<file path="src/rtl/core/scm_pkg.sv">
// ----------------------------------------------------------------------------
// scm_pkg
// shared types and constants of the soft cluster membership block
// ----------------------------------------------------------------------------
package scm_pkg;

    localparam int ACC_W = 40;
    localparam logic [ACC_W-1:0] ACC_MAX = {ACC_W{1'b1}};
    localparam int SQ_IN_W = 20;
    localparam int Q15_W = 16;
    localparam logic [Q15_W-1:0] Q15_ONE = 16'h8000;
    localparam int FRAC_STEPS = 15;
    localparam int CLUSTER_W = 4;
    localparam int DIM_W = 4;
    localparam int ALPHA_W = 16;
    localparam logic [ALPHA_W-1:0] ALPHA_RESET = 16'd256;
    localparam int PADDR_W = 3;
    localparam logic REG_ALPHA = 1'b0;

    typedef enum logic
    {
        OP_LOAD  = 1'b0,
        OP_POINT = 1'b1
    } op_t;

endpackage

</file>
<file path="src/rtl/core/scm_div.sv">
// ----------------------------------------------------------------------------
// scm_div
// restoring fraction divider, floor(2^15 * num / den) saturated to 1.0, zero when den is zero
// ----------------------------------------------------------------------------
module scm_div import scm_pkg::*;
#(
    parameter int W = 49
)
(
    input  logic             clk,
    input  logic             rst_n,
    input  logic             start,
    input  logic [W-1:0]     num,
    input  logic [W-1:0]     den,
    output logic             done,
    output logic [Q15_W-1:0] quot
);

    typedef enum logic [1:0]
    {
        D_IDLE,
        D_RUN,
        D_DONE
    } dstate_t;

    dstate_t          state_reg;
    logic [W-1:0]     rem_reg;
    logic [W-1:0]     den_reg;
    logic [Q15_W-1:0] q_reg;
    logic [3:0]       cnt_reg;
    logic [W:0]       rem2;
    logic             ge;

    assign rem2 = {rem_reg, 1'b0};
    assign ge   = rem2 >= {1'b0, den_reg};

    always_ff @(posedge clk or negedge rst_n)
    begin
        if (!rst_n)
        begin
            state_reg <= D_IDLE;
            cnt_reg   <= '0;
        end
        else
        begin
            case (state_reg)
                D_IDLE:
                begin
                    if (start)
                    begin
                        den_reg <= den;
                        rem_reg <= num;
                        cnt_reg <= '0;
                        if (den == '0)
                        begin
                            q_reg     <= '0;
                            state_reg <= D_DONE;
                        end
                        else if (num >= den)
                        begin
                            q_reg     <= Q15_ONE;
                            state_reg <= D_DONE;
                        end
                        else
                        begin
                            q_reg     <= '0;
                            state_reg <= D_RUN;
                        end
                    end
                end
                D_RUN:
                begin
                    rem_reg <= ge ? W'(rem2 - {1'b0, den_reg}) : W'(rem2);
                    q_reg   <= {q_reg[Q15_W-2:0], ge};
                    cnt_reg <= 4'(cnt_reg + 1'b1);
                    if (cnt_reg == 4'(FRAC_STEPS - 1))
                    begin
                        state_reg <= D_DONE;
                    end
                end
                D_DONE:
                begin
                    state_reg <= D_IDLE;
                end
                default:
                begin
                    state_reg <= D_IDLE;
                end
            endcase
        end
    end

    assign done = state_reg == D_DONE;
    assign quot = q_reg;

endmodule

</file>
<file path="config.mk">
export PLATFORM = sky130hd
export DESIGN_NAME = scm_div
export DESIGN_NICKNAME = d
export VERILOG_FILES = /design/src/rtl/core/scm_pkg.sv /design/src/rtl/core/scm_div.sv
export SDC_FILE = /design/constraint.sdc
export NUM_CORES = 1
export LEC_CHECK = 0
export CAP_MARGIN = 20
export CORE_MARGIN = 2
export CORE_UTILIZATION = 35
export CTS_CLUSTER_DIAMETER = 200
export CTS_CLUSTER_SIZE = 10
export DETAILED_ROUTE_END_ITERATION = 8
export DONT_BUFFER_PORTS = 1
export GPL_TIMING_DRIVEN = 0
export SYNTH_ARGS = -nofsm -noshare
export SYNTH_HDL_FRONTEND = slang
export SYNTH_SLANG_ARGS = --single-unit
</file>
<file path="constraint.sdc">
create_clock -name clk -period 8.35 [get_ports clk]
set_clock_uncertainty 0.05 [all_clocks]
set_input_delay 0.835 -clock clk [delete_from_list [all_inputs] [get_ports clk]]
set_output_delay 0.835 -clock clk [all_outputs]
set_load 0.005 [all_outputs]
</file>
==> results of run 1 <==
[routing by layer]
layer,global-route usage,vias to the layer above,share of wire
met5,0,-,0
met4,0.0615,0,0.022
met3,0.0549,35,0.071
met2,0.352,219,0.48
met1,0.251,3610,0.42
li1,-,3696,-
[worst max-delay path, cell delays in order, from the launching register on]
cell and delay [ns]:
edfxtp_1 0.46, fa_1 0.44, and2b_1 0.24, o2111ai_1 0.14, nand3_1 0.22, a31oi_4 0.16
o41ai_4 0.53, a41oi_4 0.39, inv_2 0.37, nand2_2 0.27, inv_2 0.18, o211ai_1 0.10
o21ai_1 0.15
[power breakdown]
part | internal, uW | switching (uW) | total [uW]
Clock | 421 | 326 | 747
Combinational | 581 | 983 | 1560
Sequential | 867 | 73.4 | 940
[metrics by stage]
| step | cells | area, um2 | utilization | hold WS [ns] | total power [uW] |
|---|---|---|---|---|---|
| global route | 1384 | 10300 | 0.397 | 0.0183 | 3500 |
| detailed placement | 1352 | 9680 | 0.375 | 0.489 | 2500 |
| finish | 1384 | 10300 | 0.397 | 0.0324 | 3250 |
| global placement | 1342 | 9540 | 0.369 | 0.479 | 2480 |
| CTS | 1384 | 10300 | 0.397 | 0.0224 | 3260 |
| floorplan | 1007 | 9120 | - | 0.446 | 2080 |
[logic make-up (layout without fill, tap and decap cells)]
| kind of cell | Yosys count | after routing | synth area share |
|---|---|---|---|
| muxes | 8 | 8 | 0.00891 |
| xor gates and xnor gates | 39 | 39 | 0.0374 |
| buffers and inverters | 154 | 196 | 0.0654 |
| adders and majority gates | 101 | 101 | 0.139 |
| AOI/OAI and AO/OA | 299 | 299 | 0.202 |
| DFF | 120 | 120 | 0.392 |
| and+or+nand+nor | 286 | 286 | 0.155 |
[worst paths after layout]
| check | start | end | slack (ns) |
|---|---|---|---|
| worst max-delay path | den_reg[0]$_DFFE_PP_ | rem_reg[41]$_DFFE_PP_ | 4.49 |
| worst min-delay path | rst_n | cnt_reg[2]$_DFFE_PN0P_ | 0.03 |
| worst max register to register | den_reg[0]$_DFFE_PP_ | rem_reg[41]$_DFFE_PP_ | 4.49 |
| worst min register to register | cnt_reg[1]$_DFFE_PN0P_ | cnt_reg[1]$_DFFE_PN0P_ | 0.49 |
| max in group asynchronous | rst_n | state_reg[0]$_DFFE_PN0P_ | 8.14 |
| min in group clk | den[24] | den_reg[24]$_DFFE_PP_ | 0.44 |
[layout make-up]
type | instances | area [um2]
clock inverters | 15 | 155
clock buffers | 17 | 425
repair buffers | 10 | 120
flip-flops and latches | 120 | 3570
inverters | 118 | 443
fillers | 2608 | 15600
well taps | 335 | 419
plain buffers | 36 | 154
multi-input cells | 733 | 4970
[cell usage in the layout, fill, tap and decap left out, types with 22 or more instances in the layout]
cell type,Yosys,routed
inv_1,116,116
edfxtp_1,114,114
a21oi_1,109,109
ha_1,100,100
nand2_1,76,76
o21ai_0,76,76
nor2_1,65,65
a21o_1,44,44
nand4_1,28,28
nand3_1,23,23
and2_1,22,22
==> flow_summary_export.csv, run 1 <==
group,metric,value,unit
outcome,status,"finished, final reports clean",
synth,postSynthRegisterBits,120,
synth,synth_common_cells,"inv_1 (116), edfxtp_1 (114), a21oi_1 (109), ha_1 (100)",
timing,relSlewSlack,0.217,
drt,num_vias,7560,
floorplan,num_rows,59,
global_routing,grt_pass1_wl,42.2,mm
global_routing,grt_max_degree,17,
clocking,clock_latency,0.44,ns
critical_path,r2r_cells,12,
synth,synth_top_cells_by_area,"edfxtp_1 (38%), ha_1 (14%), a21oi_1 (6.0%)",
drt,dr.first_iter.drc_count,527,
clocking,path_clk_slew,0.07,ns
layout,drive_gt1_frac,0.0696,
floorplan,start_util,0.353,
global_routing,antenna_found_initial,0,
power_and_ir_drop,ir_drop,172,uV
critical_path,crit_fanout,10,
placed_design,preCtsSetupSlack,4.49,ns
critical_path,arrival,4.10,ns
critical_path,start_kind,"flop",
timing,min_period_over_period,0.462,
timing,slew_violations,0,
drt,route.detailed.drc,0,
drt,wire_per_inst,19.6,um
clocking,htree_levels,4,
floorplan,die_area,0.0274,mm2
synth,ys_types,59,
critical_path,required,8.59,ns
clocking,clock-sinks,120,
timing,setup_violations,0,
floorplan,core,0.0258,mm2
critical_path,crit_type,"flop to flop",
synth,ys_warn_count,0,
synth,synth_area,0.00912,mm2
synth,syn_nets,1209,
timing,fin_setup_tns,0,ns
layout,nets,1238,
synth,ys_seq_area_frac,0.392,
timing,clock.fmax,259,MHz
synth,synth_top_cell_by_area,"edfxtp_1",
synth,ys.flop_type,"edfxtp_1",
clocking,cts_resized,0,
layout,diodes,0,
clocking,cts_buffers,17,
clocking,cts_root_buffer,"clkbuf_16",
drt,via_per_inst,5.46,
drt,dr.pass1.iters,4,
timing,layout_min_cycle_time,3.86,ns
floorplan,ios,118,
placed_design,portBuffers,0,
timing,hold_violations,0,
timing,fin_ws,4.49,ns
clocking,cts_tree,"done",
clocking,cts_hold_buf,0,
power_and_ir_drop,power.leakage,0.00451,uW
clocking,post-cts-setup-buffers,0,
synth,async_flop_share,0.0500,
critical_path,cp-end-kind,"flop",
global_routing,grt_use_total,0.205,
timing,rsz0062_at_grt,"false",
drt,drt_wl_total,27.2,mm
floorplan,dieWidth,165,um
timing,max_slew.worst_pin.slew,1.16,ns
placed_design,gp_congestion,0.930,
synth,syn_area_per_cell,9.06,um2
synth,synth_edf_count,114,
placed_design,dp_hpwl,21.6,mm
synth,synth.most_common_cell,"inv_1",
clocking,cts_buffer_depth,2,
synth,syn_inst,1007,
global_routing,grt_pass1_vias,7732,
floorplan,dieHeight,165,um
power_and_ir_drop,power.density,317,mW/mm2
drt,ant_nets,0,
global_routing,grt-ovfl-total,0,
flow_run,cap_violations,0,
layout,area_growth,12.5,%
worst_hold_path,min-delay-path-class,"primary input to asynchronous set/reset pin",
synth,synth_top_area_frac,0.375,
No activity file was read; power rests on OpenSTA's default activity.
==> run 2: changes to the inputs <==
==> constraint.sdc (replaced) <==
create_clock -name clk -period 3.52 [get_ports clk]
set_clock_uncertainty 0.05 [all_clocks]
set_input_delay 0.352 -clock clk [delete_from_list [all_inputs] [get_ports clk]]
set_output_delay 0.352 -clock clk [all_outputs]
set_load 0.005 [all_outputs]
==> run 2 against run 1 <==
  * Utilization up 2.8 points
  * Cell area is 7.1% higher
  * Clock-buffer cell count unchanged
  * Clock power increased to 2.6 times the previous value
  * Critical path type unchanged
  * Largest cell class unchanged
  * Largest power group unchanged
  * Highest routed layer is now met5
==> flow_summary_export.csv, run 2 (synthesized netlist as in run 1, its figures left out) <==
group,metric,value,unit
drt,dr.first_iter.drc_count,494,
drt,ant_nets,0,
layout,final_cells,1437,
placed_design,dpl.cell_count,1349,
clocking,cts_root_buffer,"clkbuf_16",
timing,relSlewSlack,0.328,
critical_path,required,3.62,ns
critical_path,worstSetupStartpoint,"rem_reg[0]$_DFFE_PP_",
floorplan,ios,118,
global_routing,grt-ovfl-total,0,
critical_path,r2r_start,"rem_reg[0]$_DFFE_PP_",
clocking,cts_tree,"done",
worst_hold_path,min-delay-path-class,"primary input to flop",
clocking,htree_levels,4,
global_routing,grt_use_total,0.211,
clocking,clock_latency,0.43,ns
drt,drt_wl_total,28.3,mm
clocking,cts_buffer_depth,2,
critical_path,crit_fanout,10,
timing,setup_violations,0,
layout,drive_gt1_frac,0.0799,
floorplan,start_util,0.353,
drt,wire_per_inst,19.7,um
drt,via_per_inst,5.43,
timing,max_slew.worst_pin.slew,1.01,ns
flow_run,cap_violations,0,
timing,fin_ws,0.143,ns
clocking,cts_buffers,17,
clocking,path_clk_slew,0.06,ns
critical_path,endpoint,"rem_reg[32]$_DFFE_PP_",
critical_path,crit_chain,"inv_1 -> fa_1 -> and2b_1 -> o2111ai_2 -> nand3_2 -> a31oi_4 -> o41ai_4 -> buf_4 -> a41oi_4 -> buf_6 -> buf_6 -> and3_1 -> a21oi_1 -> o21ai_1",
critical_path,crit_type,"flop to flop",
critical_path,critPathSlowestCell,"fa_1",
drt,num_vias,7803,
layout,fill_cells,2567,
floorplan,dieHeight,165,um
power_and_ir_drop,power.leakage,0.00478,uW
floorplan,die_area,0.0274,mm2
placed_design,preCtsSetupSlack,-0.225,ns
power_and_ir_drop,power.density,737,mW/mm2
layout,layout_common_cells,"inv_1 (116), edfxtp_1 (114), a21oi_1 (106)",
placed_design,dp_hpwl,21.3,mm
layout,final_common_cell,"inv_1",
placed_design,gp_congestion,0.967,
layout,area_growth,20.5,%
global_routing,antenna_found_initial,1,
layout,diodes,0,
placed_design,portBuffers,0,
timing,layout_min_cycle_time,3.38,ns
floorplan,core,0.0258,mm2
clocking,clock-sinks,120,
timing,hold_violations,0,
critical_path,cpMostUsedCell,"buf_6",
timing,fin_setup_tns,0,ns
critical_path,r2r_cells,14,
global_routing,grt_pass1_wl,43.2,mm
drt,dr.pass1.iters,5,
drt,route.detailed.drc,0,
timing,clock.fmax,296,MHz
timing,min_period_over_period,0.959,
critical_path,arrival,3.48,ns
critical_path,cp-end-kind,"flop",
floorplan,dieWidth,165,um
floorplan,num_rows,59,
critical_path,max_stage_delay,0.45,ns
critical_path,timing.rr.end,"rem_reg[32]$_DFFE_PP_",
power_and_ir_drop,ir_drop,444,uV
critical_path,r2r_slack,0.14,ns
critical_path,start_kind,"flop",
global_routing,grt_pass1_vias,7920,
layout,nets,1292,
outcome,status,"finished, final reports clean",
timing,slew_violations,0,
global_routing,grt_max_degree,20,
==> run 2: cell type report <==
cell class              instances  area [um2]  area share
clock buffers                  17         425      0.0387
repair buffers                 64         663      0.0603
well taps                     335         419      0.0381
plain buffers                  36         173      0.0157
multi-input cells             733        5080       0.463
clock inverters                14         206      0.0188
inverters                     118         445      0.0405
flip-flops and latches        120        3570       0.325
==> run 2: routing by layer <==
metal	vias up	routed length, um	GRT usage
met2	245	13600	0.359
met4	2	637	0.0674
met3	47	2010	0.0537
met5	-	11	0
met1	3710	12000	0.261
li1	3799	-	-
==> run 2: critical path: cells and delay by family, from the launching register on <==
kind | cells | cell delay [ns]
compound gates | 6 | 1.00
simple gates | 3 | 0.61
buf+inv | 4 | 0.61
fa+ha+maj | 1 | 0.45
flops | 1 | 0.38
==> run 2: metrics by stage <==
stage / cell area [um2] / power, uW / hold WS (ns) / utilization
finish: 11000 / 8100 / 0.0660 / 0.425
global route: 11000 / 8650 / 0.0563 / 0.425
CTS: 10800 / 7950 / 0.0537 / 0.419
detailed placement: 9660 / 5920 / 0.00662 / 0.374
global placement: 9570 / 5830 / 0.00664 / 0.370
floorplan: 9150 / 4920 / 0.00641 / -
==> run 2: worst min-delay path by stage <==
stage	start	to	slack [ns]	cells past startpoint
CTS	num[43]	rem_reg[43]$_DFFE_PP_	0.05	2
global route	num[44]	rem_reg[44]$_DFFE_PP_	0.06	2
floorplan	rst_n	cnt_reg[0]$_DFFE_PN0P_	0.006	0
detailed placement	rst_n	state_reg[1]$_DFFE_PN0P_	0.007	0
finish	num[44]	rem_reg[44]$_DFFE_PP_	0.07	2
global placement	rst_n	state_reg[1]$_DFFE_PN0P_	0.007	0
==> run 2: power by group <==
part / internal, uW / switching (uW) / total (uW)
Clock: 1240 / 686 / 1930
Combinational: 1510 / 2420 / 3930
Sequential: 2060 / 178 / 2240
Total: 4810 / 3290 / 8100
==> run 2: repair_timing <==
action,CTS,global route
hold buffers,50,0
buffers inserted,2,5
pin swaps,1,3
endpoints found under the setup margin,25,43
hold endpoints to repair,55,0
resized for setup,3,28
